==> src/hw/rtl/led_matrix_framebuffer_bar_driver_unit_assert.svh <==
// ----------------------------------------------------------------------------
// LED matrix driver assertion macros
// Shared property forms for the checks at the end of the driver unit module.
// ----------------------------------------------------------------------------
`ifndef LED_MATRIX_FRAMEBUFFER_BAR_DRIVER_UNIT_ASSERT_SVH
`define LED_MATRIX_FRAMEBUFFER_BAR_DRIVER_UNIT_ASSERT_SVH

// Same-cycle implication, sampled on clk, off during reset.
`define LMFB_ASSERT_HOLDS(lbl, ante, cons, msg) \
    lbl: assert property (@(posedge clk) disable iff (!rst_n) (ante) |-> (cons)) \
        else $error(msg);

// Next-cycle implication, sampled on clk, off during reset.
`define LMFB_ASSERT_NEXT(lbl, ante, cons, msg) \
    lbl: assert property (@(posedge clk) disable iff (!rst_n) (ante) |=> (cons)) \
        else $error(msg);

`endif

==> src/hw/rtl/lmfb_pkg.sv <==
// ----------------------------------------------------------------------------
// LED matrix driver package
// Request codes, controller register addresses, divider sizing and the
// frame and bar pattern helpers.
// ----------------------------------------------------------------------------
package lmfb_pkg;

    localparam int ROWS    = 8;
    localparam int ROW_W   = $clog2(ROWS);

    localparam logic [3:0] DIGIT_BASE = 4'd1;

    // request codes
    localparam logic [3:0] REQ_INIT      = 4'd0;
    localparam logic [3:0] REQ_INTENSITY = 4'd1;
    localparam logic [3:0] REQ_CLEAR     = 4'd2;
    localparam logic [3:0] REQ_PIXEL     = 4'd3;
    localparam logic [3:0] REQ_ROW       = 4'd4;
    localparam logic [3:0] REQ_COLUMN    = 4'd5;
    localparam logic [3:0] REQ_BAR_ROW   = 4'd6;
    localparam logic [3:0] REQ_BAR_COL   = 4'd7;
    localparam logic [3:0] REQ_SHOW      = 4'd8;

    // controller register addresses
    localparam logic [3:0] REG_DECODE    = 4'h9;
    localparam logic [3:0] REG_INTENSITY = 4'hA;
    localparam logic [3:0] REG_SCAN      = 4'hB;
    localparam logic [3:0] REG_SHUTDOWN  = 4'hC;
    localparam logic [3:0] REG_TEST      = 4'hF;

    localparam logic [3:0] LEVEL_MAX     = 4'hF;

    // frame sequence: five setup frames, then one frame per row
    localparam int         STEP_W         = 4;
    localparam logic [3:0] STEP_INTENSITY = 4'd3;
    localparam logic [3:0] STEP_ROWS      = 4'd5;
    localparam logic [3:0] STEP_LAST      = 4'd12;

    // shared divider: dividend below 2^21, quotient saturates at 31
    localparam int DIV_W  = 22;
    localparam int QUOT_W = 5;
    localparam int CNT_W  = $clog2(QUOT_W);

    typedef struct packed {
        logic busy;
        logic done;
    } div_stat_t;

    // setup frame {addr, data} for steps before the row frames
    function automatic logic [11:0] setup_frame(input logic [3:0] step,
                                                input logic [3:0] lvl);
        logic [11:0] f;
        case (step)
            4'd0:    f = {REG_TEST, 8'h00};
            4'd1:    f = {REG_DECODE, 8'h00};
            4'd2:    f = {REG_SCAN, 8'h07};
            4'd3:    f = {REG_INTENSITY, 4'h0, lvl};
            default: f = {REG_SHUTDOWN, 8'h01};
        endcase
        return f;
    endfunction

    // n lowest bits set, n in 0..8
    function automatic logic [7:0] plain_bar(input logic [3:0] n);
        logic [8:0] ones;
        ones = (9'd1 << n) - 9'd1;
        return ones[7:0];
    endfunction

    // centered bar, n in 0..4: positive grows down from bit 3, negative up from 4
    function automatic logic [7:0] center_bar(input logic [2:0] n, input logic pos);
        logic [4:0] ones;
        logic [7:0] p;
        ones = (5'd1 << n) - 5'd1;
        if (pos)
        begin
            p = {4'h0, ~ones[3:0] & 4'hF};
            p = (n == 3'd0) ? 8'h00 : {4'h0, 4'hF & ~((4'h1 << (3'd4 - n)) - 4'h1)};
        end
        else
        begin
            p = {ones[3:0], 4'h0};
        end
        return p;
    endfunction

endpackage

==> src/hw/rtl/lmfb_div.sv <==
// ----------------------------------------------------------------------------
// LED matrix driver shared divider
// Restoring compare-subtract unit, one quotient bit per cycle, quotient
// saturating at all ones.
// ----------------------------------------------------------------------------
module lmfb_div (
    input  logic                             clk,
    input  logic                             rst_n,
    input  logic                             start,
    input  logic [lmfb_pkg::DIV_W-1:0]       dividend,
    input  logic [lmfb_pkg::DIV_W-1:0]       divisor,
    output lmfb_pkg::div_stat_t              stat,
    output logic [lmfb_pkg::QUOT_W-1:0]      quot
);

    logic [lmfb_pkg::DIV_W-1:0]  rem_reg;
    logic [lmfb_pkg::DIV_W-1:0]  dvs_reg;
    logic [lmfb_pkg::QUOT_W-1:0] q_reg;
    logic [lmfb_pkg::CNT_W-1:0]  cnt_reg;
    logic                        busy_reg;
    logic                        done_reg;
    logic                        ge;

    assign ge = (rem_reg >= dvs_reg);

    always_ff @(posedge clk or negedge rst_n)
    begin
        if (!rst_n)
        begin
            busy_reg <= 1'b0;
            done_reg <= 1'b0;
            cnt_reg  <= '0;
        end
        else
        begin
            if (start)
            begin
                busy_reg <= 1'b1;
                done_reg <= 1'b0;
                cnt_reg  <= '0;
            end
            else if (busy_reg)
            begin
                cnt_reg <= cnt_reg + 1'b1;
                if (cnt_reg == lmfb_pkg::CNT_W'(lmfb_pkg::QUOT_W - 1))
                begin
                    busy_reg <= 1'b0;
                    done_reg <= 1'b1;
                end
            end
            else
            begin
                done_reg <= 1'b0;
            end
        end
    end

    always_ff @(posedge clk)
    begin
        if (start)
        begin
            rem_reg <= dividend;
            dvs_reg <= divisor << (lmfb_pkg::QUOT_W - 1);
            q_reg   <= '0;
        end
        else if (busy_reg)
        begin
            // subtract the shifted divisor where it fits, then step it down
            if (ge)
            begin
                rem_reg <= rem_reg - dvs_reg;
            end
            q_reg   <= {q_reg[lmfb_pkg::QUOT_W-2:0], ge};
            dvs_reg <= dvs_reg >> 1;
        end
    end

    assign stat.busy = busy_reg;
    assign stat.done = done_reg;
    assign quot      = q_reg;

endmodule

==> src/hw/rtl/led_matrix_framebuffer_bar_driver_unit.sv <==
// Silent requests finish at accept; intensity emits its one frame, show the row
//   frames and init the set-up and row frames, one frame per cycle while out_ready is high.
// Bar requests go through the accept, the set-up states S_PREP and S_LOAD, five divider
//   steps and one write.
// Throughput: one request at a time; in_ready is high only while idle.
// Reset clears the frame buffer to all zero and leaves the output empty.
// ----------------------------------------------------------------------------
// LED matrix frame buffer and bar driver
// Holds an 8x8 frame buffer, applies requests and emits controller frames.
// ----------------------------------------------------------------------------
module led_matrix_framebuffer_bar_driver_unit #(
    parameter logic [3:0] DIGIT_BASE = lmfb_pkg::DIGIT_BASE
) (
    input  logic               clk,
    input  logic               rst_n,
    input  logic               in_valid,
    output logic               in_ready,
    input  logic [3:0]         req_type,
    input  logic [3:0]         index,
    input  logic [3:0]         column,
    input  logic               on,
    input  logic [7:0]         bits,
    input  logic [7:0]         level,
    input  logic signed [15:0] value,
    input  logic signed [15:0] low_bound,
    input  logic signed [15:0] high_bound,
    input  logic               centered,
    output logic               out_valid,
    input  logic               out_ready,
    output logic [3:0]         reg_addr,
    output logic [7:0]         reg_data,
    output logic               last
);

    `include "led_matrix_framebuffer_bar_driver_unit_assert.svh"

    typedef enum logic [2:0] {
        S_IDLE,
        S_PREP,
        S_LOAD,
        S_WAIT,
        S_EMIT
    } state_t;

    state_t                              state_reg;
    logic [lmfb_pkg::STEP_W-1:0]         step_reg;
    logic                                out_valid_reg;
    logic [3:0]                          reg_addr_reg;
    logic [7:0]                          reg_data_reg;
    logic                                last_reg;

    logic [7:0]                          frame_reg [lmfb_pkg::ROWS];

    logic [3:0]                          req_reg;
    logic [3:0]                          index_reg;
    logic [3:0]                          column_reg;
    logic                                centered_reg;
    logic [3:0]                          level_reg;
    logic signed [16:0]                  num_reg;
    logic signed [16:0]                  span_reg;

    logic [16:0]                         num_abs_reg;
    logic [16:0]                         span_abs_reg;
    logic [18:0]                         tn_abs_reg;
    logic                                plain_neg_reg;
    logic                                center_pos_reg;
    logic                                tn_zero_reg;
    logic                                span_zero_reg;

    logic                                in_fire;
    logic                                emit_slot;
    logic                                frame_last;
    logic [lmfb_pkg::ROW_W-1:0]          row_sel;
    logic [11:0]                         setup_f;
    logic [3:0]                          frame_addr;
    logic [7:0]                          frame_data;

    logic signed [16:0]                  num_c;
    logic signed [16:0]                  span_c;
    logic signed [18:0]                  tn_c;
    logic [16:0]                         mag_c;
    logic [lmfb_pkg::DIV_W-1:0]          dividend_c;
    logic [lmfb_pkg::DIV_W-1:0]          divisor_c;

    lmfb_pkg::div_stat_t                 div_stat;
    logic [lmfb_pkg::QUOT_W-1:0]         quot;
    logic [3:0]                          n_plain;
    logic [2:0]                          n_center;
    logic [7:0]                          bar_pat;

    logic                                show_fire;
    logic                                show_first;
    logic                                step_ok;

    function automatic logic [lmfb_pkg::DIV_W-1:0] DIV_W_EXT(input logic [16:0] x);
        return lmfb_pkg::DIV_W'(x);
    endfunction

    assign in_ready  = (state_reg == S_IDLE);
    assign in_fire   = in_valid && in_ready;
    assign emit_slot = !out_valid_reg || out_ready;
    assign frame_last = (req_reg == lmfb_pkg::REQ_INTENSITY) ||
                        (step_reg == lmfb_pkg::STEP_LAST);

    // frame for the current step
    assign row_sel = lmfb_pkg::ROW_W'(step_reg - lmfb_pkg::STEP_ROWS);
    assign setup_f = lmfb_pkg::setup_frame(step_reg, level_reg);
    always_comb
    begin
        if (step_reg < lmfb_pkg::STEP_ROWS)
        begin
            frame_addr = setup_f[11:8];
            frame_data = setup_f[7:0];
        end
        else
        begin
            frame_addr = DIGIT_BASE + {1'b0, row_sel};
            frame_data = frame_reg[row_sel];
        end
    end

    // bar arithmetic operands
    assign num_c  = 17'(value) - 17'(low_bound);
    assign span_c = 17'(high_bound) - 17'(low_bound);
    assign tn_c   = {num_reg[16], num_reg, 1'b0} - {{2{span_reg[16]}}, span_reg};
    assign mag_c  = (tn_abs_reg > 19'(span_abs_reg)) ? span_abs_reg : tn_abs_reg[16:0];
    assign dividend_c = centered_reg ?
                        (DIV_W_EXT(mag_c) << 3) + DIV_W_EXT(span_abs_reg) :
                        (DIV_W_EXT(num_abs_reg) << 4) + DIV_W_EXT(span_abs_reg);
    assign divisor_c  = DIV_W_EXT(span_abs_reg) << 1;

    lmfb_div u_div (
        .clk      (clk),
        .rst_n    (rst_n),
        .start    (state_reg == S_LOAD),
        .dividend (dividend_c),
        .divisor  (divisor_c),
        .stat     (div_stat),
        .quot     (quot)
    );

    // clamp the rounded quotient and form the pattern
    always_comb
    begin
        n_plain  = (quot[4] || (quot[3:0] > 4'd8)) ? 4'd8 : quot[3:0];
        n_center = (quot > 5'd4) ? 3'd4 : quot[2:0];
        if (span_zero_reg)
        begin
            bar_pat = 8'h00;
        end
        else if (centered_reg)
        begin
            bar_pat = tn_zero_reg ? 8'h00 : lmfb_pkg::center_bar(n_center, center_pos_reg);
        end
        else
        begin
            bar_pat = plain_neg_reg ? 8'h00 : lmfb_pkg::plain_bar(n_plain);
        end
    end

    // request fields and bar set-up
    always_ff @(posedge clk)
    begin
        if (in_fire)
        begin
            req_reg      <= req_type;
            index_reg    <= index;
            column_reg   <= column;
            centered_reg <= centered;
            level_reg    <= (level > 8'(lmfb_pkg::LEVEL_MAX)) ? lmfb_pkg::LEVEL_MAX : level[3:0];
            num_reg      <= num_c;
            span_reg     <= span_c;
        end
        if (state_reg == S_PREP)
        begin
            num_abs_reg    <= num_reg[16] ? 17'(-num_reg) : 17'(num_reg);
            span_abs_reg   <= span_reg[16] ? 17'(-span_reg) : 17'(span_reg);
            tn_abs_reg     <= tn_c[18] ? 19'(-tn_c) : 19'(tn_c);
            plain_neg_reg  <= (num_reg[16] != span_reg[16]);
            center_pos_reg <= (tn_c[18] == span_reg[16]);
            tn_zero_reg    <= (tn_c == '0);
            span_zero_reg  <= (span_reg == '0);
        end
    end

    // frame buffer
    always_ff @(posedge clk or negedge rst_n)
    begin
        if (!rst_n)
        begin
            for (int r = 0; r < lmfb_pkg::ROWS; r++)
            begin
                frame_reg[r] <= 8'h00;
            end
        end
        else if (in_fire)
        begin
            case (req_type)
                lmfb_pkg::REQ_INIT,
                lmfb_pkg::REQ_CLEAR:
                begin
                    for (int r = 0; r < lmfb_pkg::ROWS; r++)
                    begin
                        frame_reg[r] <= 8'h00;
                    end
                end
                lmfb_pkg::REQ_PIXEL:
                begin
                    if (!index[3] && !column[3])
                    begin
                        frame_reg[index[2:0]][column[2:0]] <= on;
                    end
                end
                lmfb_pkg::REQ_ROW:
                begin
                    if (!index[3])
                    begin
                        frame_reg[index[2:0]] <= bits;
                    end
                end
                lmfb_pkg::REQ_COLUMN:
                begin
                    if (!column[3])
                    begin
                        for (int r = 0; r < lmfb_pkg::ROWS; r++)
                        begin
                            frame_reg[r][column[2:0]] <= bits[r];
                        end
                    end
                end
                default:
                begin
                end
            endcase
        end
        else if ((state_reg == S_WAIT) && div_stat.done)
        begin
            // drop bar writes aimed outside the matrix
            if ((req_reg == lmfb_pkg::REQ_BAR_ROW) && !index_reg[3])
            begin
                frame_reg[index_reg[2:0]] <= bar_pat;
            end
            else if ((req_reg == lmfb_pkg::REQ_BAR_COL) && !column_reg[3])
            begin
                for (int r = 0; r < lmfb_pkg::ROWS; r++)
                begin
                    frame_reg[r][column_reg[2:0]] <= bar_pat[r];
                end
            end
        end
    end

    // sequencer and output frame register
    always_ff @(posedge clk or negedge rst_n)
    begin
        if (!rst_n)
        begin
            state_reg     <= S_IDLE;
            step_reg      <= '0;
            out_valid_reg <= 1'b0;
            reg_addr_reg  <= '0;
            reg_data_reg  <= '0;
            last_reg      <= 1'b0;
        end
        else
        begin
            // while emitting, the emit arm owns the output register
            if (out_ready && (state_reg != S_EMIT))
            begin
                out_valid_reg <= 1'b0;
            end
            case (state_reg)
                S_IDLE:
                begin
                    if (in_fire)
                    begin
                        case (req_type)
                            lmfb_pkg::REQ_INIT:
                            begin
                                step_reg  <= '0;
                                state_reg <= S_EMIT;
                            end
                            lmfb_pkg::REQ_INTENSITY:
                            begin
                                step_reg  <= lmfb_pkg::STEP_INTENSITY;
                                state_reg <= S_EMIT;
                            end
                            lmfb_pkg::REQ_SHOW:
                            begin
                                step_reg  <= lmfb_pkg::STEP_ROWS;
                                state_reg <= S_EMIT;
                            end
                            lmfb_pkg::REQ_BAR_ROW,
                            lmfb_pkg::REQ_BAR_COL:
                            begin
                                state_reg <= S_PREP;
                            end
                            default:
                            begin
                            end
                        endcase
                    end
                end
                S_PREP:
                begin
                    state_reg <= S_LOAD;
                end
                S_LOAD:
                begin
                    state_reg <= S_WAIT;
                end
                S_WAIT:
                begin
                    if (div_stat.done)
                    begin
                        state_reg <= S_IDLE;
                    end
                end
                S_EMIT:
                begin
                    if (emit_slot)
                    begin
                        out_valid_reg <= 1'b1;
                        reg_addr_reg  <= frame_addr;
                        reg_data_reg  <= frame_data;
                        last_reg      <= frame_last;
                        if (frame_last)
                        begin
                            state_reg <= S_IDLE;
                        end
                        else
                        begin
                            step_reg <= step_reg + 1'b1;
                        end
                    end
                end
                default:
                begin
                    state_reg <= S_IDLE;
                end
            endcase
        end
    end

    assign out_valid = out_valid_reg;
    assign reg_addr  = reg_addr_reg;
    assign reg_data  = reg_data_reg;
    assign last      = last_reg;

    assign show_fire  = in_fire && (req_type == lmfb_pkg::REQ_SHOW);
    assign show_first = (state_reg == S_EMIT) && (step_reg == lmfb_pkg::STEP_ROWS);
    assign step_ok    = (step_reg <= lmfb_pkg::STEP_LAST);

    `LMFB_ASSERT_HOLDS(a_done_in_wait, div_stat.done, state_reg == S_WAIT, "done outside wait")
    `LMFB_ASSERT_HOLDS(a_idle_div_quiet, state_reg == S_IDLE, !div_stat.busy, "busy while idle")
    `LMFB_ASSERT_HOLDS(a_step_bound, state_reg == S_EMIT, step_ok, "frame step past end")
    `LMFB_ASSERT_NEXT(a_show_start, show_fire, show_first, "show did not start at first row")

endmodule
==> config.mk <==
export PLATFORM = sky130hd
export DESIGN_NAME = led_matrix_framebuffer_bar_driver_unit
export DESIGN_NICKNAME = d
export VERILOG_FILES = /design/src/hw/rtl/lmfb_pkg.sv /design/src/hw/rtl/lmfb_div.sv /design/src/hw/rtl/led_matrix_framebuffer_bar_driver_unit.sv
export VERILOG_INCLUDE_DIRS = /design/src /design/src/hw/rtl
export SDC_FILE = /design/constraint.sdc
export NUM_CORES = 1
export LEC_CHECK = 0
export BUFFER_PORTS_ARGS = -buffer_cell sky130_fd_sc_hd__buf_4
export CAP_MARGIN = 10
export CORE_MARGIN = 3
export CORE_UTILIZATION = 50
export CTS_CLUSTER_DIAMETER = 40
export DETAILED_ROUTE_END_ITERATION = 16
export PLACE_DENSITY = 0.78
export SLEW_MARGIN = 20
export SYNTH_ARGS = -nofsm -noshare
export SYNTH_HDL_FRONTEND = slang
export SYNTH_SLANG_ARGS = --single-unit
==> constraint.sdc <==
create_clock -name clk -period 12.4 [get_ports clk]
set_input_delay 0.62 -clock clk [delete_from_list [all_inputs] [get_ports clk]]
set_output_delay 0.62 -clock clk [all_outputs]
set_load 0.01 [all_outputs]
## After elaboration in Yosys (flattened, before gate mapping)

Cells that the tools add are included.

| operators by class | value |
|---|---|
| shifts and indexed selects | 3 |
| order comparisons | 15 |
| add/subtract/negate cells | 17 |
| reduce and logical (&&, ||, !) cells | 37 |
| equality and inequality tests | 35 |
| bitwise logic cells | 4 |
| muxes and demuxes | 83 |

Operators with widths:

| kind | number |
|---|---|
| $mux 64 | 7 |
| $pmux 64 s4 | 1 |
| $bwmux 64 | 3 |
| $mux 22 | 6 |
| $bwmux 8 | 16 |
| $mux 8 | 11 |
| $demux 8 s3 | 3 |
| $pmux 11 s4 | 1 |
| $neg 17->17 | 2 |
| $sub 16x16->17 | 2 |
| $mux 16 | 2 |
| $bmux 8 s3 | 1 |
| $eq 4x3->1 const B | 6 |
| $mux 4 | 6 |
| $add 21x17->22 | 1 |
| $ge 22x22->1 | 1 |
| $sub 22x22->22 | 1 |
| $add 20x17->21 | 1 |
| $mux 3 | 7 |
| $gt 19x17->1 | 1 |
| $logic_not 19->1 | 1 |
| $neg 19->19 | 1 |
| $sub 18x17->19 | 1 |
| $mux 18 | 1 |
| other kinds (53) | 111 |

| storage, ports and cells | value |
|---|---|
| register bits | 247 |
| bits of input ports | 82 |
| logic and storage cells | 232 |
| output and inout port bits | 15 |

## Logic depth before layout (Yosys ltp)

| depth | value |
|---|---|
| depth in word-level cells | 16 |
| mapped depth | 22 |
| depth with buffers taken out | 21 |

## By module

A second synthesis with hierarchy kept.

| second synthesis, totals | value |
|---|---|
| cell total of the unflattened synthesis | 2580 |
| area total of the unflattened synthesis | 21998.6 um^2 |

By module, submodules not included:

| module | cells an instance | times used | area each (um^2) | seq. area each (um^2) |
|---|---|---|---|---|
| led_matrix_framebuffer_bar_driver_unit | 2205 | 1 | 18410.2 | 5340.1 |
| lmfb_div | 375 | 1 | 3588.4 | 1506.4 |

## Worst setup path before layout

OpenSTA, ideal clock, no wires.

| timing path | value |
|---|---|
| path type | flip-flop to flip-flop |
| start point | register state_reg[2] |
| end point | register center_pos_reg (enable) |
| data required time | 11.850 ns |
| arrival | 4.646 ns |
| slack | 7.204 ns |
| cell stages (with the launch flop) | 3 |
| library setup time | 0.550 ns |
| clock period less this slack | 5.196 ns |
| buffers on the path | 1 |
| cells stage by stage | dfrtp_1 > clkbuf_1 > nor3b_1 |

| between the ends | value |
|---|---|
| cells in the longest elaborated chain, start to end | 1 |

RTL lines:

| element | RTL line | RTL |
|---|---|---|
| from (decl) | led_matrix_framebuffer_bar_driver_unit.sv:45 | `state_t state_reg;` |
| from (signal assigned) | led_matrix_framebuffer_bar_driver_unit.sv:258 | `state_reg <= S_IDLE;` |
| from (signal assigned) | led_matrix_framebuffer_bar_driver_unit.sv:281 | `state_reg <= S_EMIT;` |
| from (signal assigned) | led_matrix_framebuffer_bar_driver_unit.sv:286 | `state_reg <= S_EMIT;` |
| $eq 3x1->1 | led_matrix_framebuffer_bar_driver_unit.sv:174 | `if (state_reg == S_PREP)` |
| to (signal assigned) | led_matrix_framebuffer_bar_driver_unit.sv:180 | `center_pos_reg <= (tn_c[18] == span_reg[16]);` |
| to (decl) | led_matrix_framebuffer_bar_driver_unit.sv:66 | `logic center_pos_reg;` |

Every way passes these cells.
A chain may end at the register's enable or synchronous reset.

## Final worst setup path

| timing path | value |
|---|---|
| start point | register span_abs_reg[4] |
| end point | register u_div.rem_reg[19] (netlist bit) (data pin) |

| between the ends | value |
|---|---|
| cells in the longest elaborated chain, start to end | 5 |
| elaborated cells on any way between the ends | 6 |
| those cells by class | add/sub (2); order compare (1); mux (3) |

RTL lines:

| element | RTL line | RTL |
|---|---|---|
| from (decl) | led_matrix_framebuffer_bar_driver_unit.sv:63 | `logic [16:0] span_abs_reg;` |
| from (signal assigned) | led_matrix_framebuffer_bar_driver_unit.sv:177 | `span_abs_reg <= span_reg[16] ? 17'(-span_reg) : 17'(span_reg);` |
| $gt 19x17->1 | led_matrix_framebuffer_bar_driver_unit.sv:126 | `assign mag_c = (tn_abs_reg > 19'(span_abs_reg)) ? span_abs_reg : tn_abs_reg[16:0];` |
| $mux 17 | led_matrix_framebuffer_bar_driver_unit.sv:126 |  |
| $add 20x17->21 | led_matrix_framebuffer_bar_driver_unit.sv:128 | `(DIV_W_EXT(mag_c) << 3) + DIV_W_EXT(span_abs_reg) :` |
| $mux 22 * | led_matrix_framebuffer_bar_driver_unit.sv:127 | `assign dividend_c = centered_reg ?` |
| $mux 22 * | lmfb_div.sv:60 | `if (start)` |
| to (signal assigned) | lmfb_div.sv:62 | `rem_reg <= dividend;` |
| to (signal assigned) | lmfb_div.sv:71 | `rem_reg <= rem_reg - dvs_reg;` |
| to (decl) | lmfb_div.sv:16 | `logic [lmfb_pkg::DIV_W-1:0] rem_reg;` |

Every way passes the cells marked *; elsewhere a longest branch is shown, timed or not.

==> key figures <==
Min path
  – Worst Hold Path Cells: 1
  – Hold wc startpoint: centered
  – Worst Hold End: centered_reg
  – Min-delay worst type: input pin to flop

Worst setup path
  – Worst path cell trace: inv_1 -> ha_1 -> a21o_1 -> a21o_1 -> a21oi_1 -> o211ai_1 -> a21oi_1 -> or2_2 -> o21ai_0 -> ha_1 -> nor2b_1 -> o21a_1 -> o21ai_0 -> a21oi_1 -> o211ai_1 -> a211oi_1 -> or4_1 -> nand4b_1 -> o22ai_1
  – Worst-case reg-to-reg path depth: 19
  – Critical path required time: 12720 ps
  – Setup crit end kind: flop
  – Reg2reg setup slack: 7110 ps
  – Worst R2R End: u_div.rem_reg[19]
  – Slowest cell on crit path: or2_2
  – CP arrival: 5600 ps
  – Max FO, Critical Path: 30
  – Crit Path Class: flop to flop
  – Largest delay contributor family on the critical path: compound AO/OA/AOI/OAI gates
  – Bufs and invs on worst path: 1
  – Crit path top cell by count: a21oi_1
  – Max incr delay on CP: 530 ps
  – Reg2Reg Launch Point: span_abs_reg[4]
  – Startpoint Class: flop

GRT
  – GR Util All Layers: 0.312
  – Met1 Track Usage GR: 0.431
  – Grt met3 use: 0.101
  – Total global routing overflow: 0
  – Global route hottest layer: met2
  – Largest net degree at the start of global routing: 72
  – Vias in the first global route: 19700
  – Global-route wire length before repair: 111000 µm
  – Met2 usage: 0.448
  – Antenna violations before repair: 1

Floorplanning
  – Die width: 213 µm
  – # IOs: 97
  – Die area: 45200 µm²
  – Site Rows: 75
  – Core area: 42000 µm²
  – Initial core utilization: 0.508
  – Die Y: 213 µm

Yosys
  – Number of synthesized register bits: 246
  – Avg Cell Area, Syn: 8.29 µm²
  – Async SR Flop Fraction: 0.366
  – Share of the synthesized area in the top cell type: 0.205
  – Synthesis Warnings: 0
  – Most common flop cell mapped by yosys: edfxtp_1
  – Distinct cell type count after synthesis: 98
  – Post-synth EDFFs: 146
  – Most common cell in the synthesized netlist: nand2_1
  – Mapped Area: 21400 µm²
  – Synth area leaders: edfxtp_1 (21%), dfrtp_1 (11%), ha_1 (7.6%)
  – Syn nets: 2796
  – Sequential share of the synthesized area: 0.320
  – Post-synth top cells: nand2_1 (352), a21oi_1 (212), nor2_1 (207), o21ai_0 (190), edfxtp_1 (146)
  – Mapped Cells: 2578
  – Largest area contributor in the netlist: edfxtp_1

Final layout
  – Nets: 2813
  – Area delta synth->final: 12.3%
  – Ant diodes: 0
  – Fraction of layout cells with a size suffix above 1: 0.115
  – Design area: 24000 µm²
  – Max reg flops: 64

Placed design
  – Final RePlAce weighted congestion: 1.04
  – Buffers on Ports: 96
  – HPWL Detailed: 49500 µm
  – Placed Area: 22400 µm²

Power
  – Net Sw Frac: 0.393
  – PwrDens: 183 nW/µm²
  – Pleak: 9.97 nW
  – Tot Pwr: 4.39 mW
  – Seq pwr share: 0.287
  – Internal Power: 2.67 mW
  – Logic pwr share: 0.423
  – Max IR drop VDD: 102 µV
  – Clock group share of total power: 0.290
  – P_sw: 1.72 mW

Drt
  – Post-DR wirelength/cell: 22.8 µm
  – Starting DRT DRC Count: 2586
  – DRC viols: 0
  – Total wire length: 72400 µm
  – Post-route ant nets: 0
  – Vias per inst: 6.58
  – Drt pass-1 iters: 6
  – Total number of vias: 20900

Clocking
  – CTS Buf Count: 48
  – Clock Sinks: 246
  – Clock transition at path regs: 50 ps
  – Max H-tree Level: 2
  – Clk_lat worst skew: 610 ps
  – CTS tree: done
  – Max Buffers Root-to-Sink: 3
  – CTS root buf: clkbuf_16
  – Number of setup buffers added after CTS: 0

Job
  – Maxcap violations: 0

Timing
  – RSZ-0062 raised after global routing: false
  – Worst-Margin Slew: 1210 ps
  – Relative slew slack: 0.190
  – Post-layout minimum cycle time: 5290 ps
  – Final setup TNS: 0 ps
  – Fmax achieved: 0.189 GHz
  – Crit share post-route: 0.426
  – Slew Limit Fails: 0
  – Setup-failing EPs final: 0
  – Final hold violation count: 0
  – Final clock skew: 25.8 ps

Run status
  – Status: finished, final reports clean
cell usage in the layout, fill, tap and decap left out, types with 35 or more instances in the layout:
master / instances
ha_1: 130
dfrtp_1: 90
xnor2_1: 88
o21ai_0: 190
a21oi_1: 211
mux2_2: 35
o22ai_1: 62
mux2i_1: 88
nand3_1: 81
inv_1: 122
clkbuf_16: 49
nand2_1: 352
edfxtp_1: 146
buf_4: 120
nor2_1: 204
nor3_1: 45
per-stage QoR:
| step | setup WS (ps) | std cells | hold WS [ps] | util |
|---|---|---|---|---|
| finish | 7110 | 3173 | 213 | 0.570 |
| global placement | 7310 | 3082 | 463 | 0.532 |
| floorplan | 7200 | 2578 | 324 | - |
| global route | 6620 | 3173 | 194 | 0.570 |
| CTS | 7140 | 3172 | 191 | 0.570 |
| detailed placement | 7180 | 3082 | 471 | 0.532 |
power groups by stage:
stage | Clock (mW) | Sequential [mW] | Combinational, mW
after floorplan | 0 | 1.23 | 1.36
after global placement | 0 | 1.26 | 1.75
after detailed placement | 0 | 1.27 | 1.81
after CTS | 1.29 | 1.26 | 1.82
after global routing | 1.33 | 1.28 | 2.04
final | 1.28 | 1.26 | 1.86
worst max path at each step:
| stage | startpoint | endpoint | slack [ps] | cells after the start |
|---|---|---|---|---|
| 6_report | span_abs_reg[4] | u_div.rem_reg[19] | 7110 | 19 |
| 5_1_grt | span_abs_reg[4] | u_div.rem_reg[19] | 6620 | 20 |
| 4_1_cts | span_abs_reg[4] | u_div.rem_reg[19] | 7140 | 19 |
| 3_5_place_dp | span_abs_reg[4] | u_div.rem_reg[19] | 7180 | 19 |
| 3_3_place_gp | span_abs_reg[4] | u_div.rem_reg[19] | 7310 | 19 |
| 2_1_floorplan | state_reg[2] | center_pos_reg | 7200 | 2 |
cell families (layout without fill, tap and decap cells):
group / Yosys count / count (layout) / synth area share
flops: 246 / 246 / 0.320
simple gates: 899 / 899 / 0.197
fa+ha+maj: 136 / 136 / 0.0818
buf+inv: 279 / 335 / 0.0505
mux: 140 / 140 / 0.0771
compound gates: 756 / 756 / 0.224
xor+xnor: 122 / 122 / 0.0500
layer usage:
layer / part of all wire / vias to the layer above / routed length, µm
met4: 0.045 / 2 / 3280
met2: 0.41 / 1297 / 30000
li1: - / 9461 / -
met5: 0.00018 / - / 13
met3: 0.13 / 282 / 9310
met1: 0.41 / 9825 / 29800
timing repair:
item	in CTS	in global routing
endpoints found under the setup margin	0	0
hold buffers	1	0
endpoints found under the hold margin	20	0
resized for setup	0	0
cell type report:
cell class | instances | area (µm²)
sequential | 246 | 6840
tap | 539 | 674
inverter | 124 | 467
clock buffer | 60 | 1290
multi-input combinational | 2053 | 13500
timing repair buffer | 122 | 938
fill | 3782 | 18100
clock inverter | 29 | 298
Note: power is estimated with default switching activity, not from simulation.
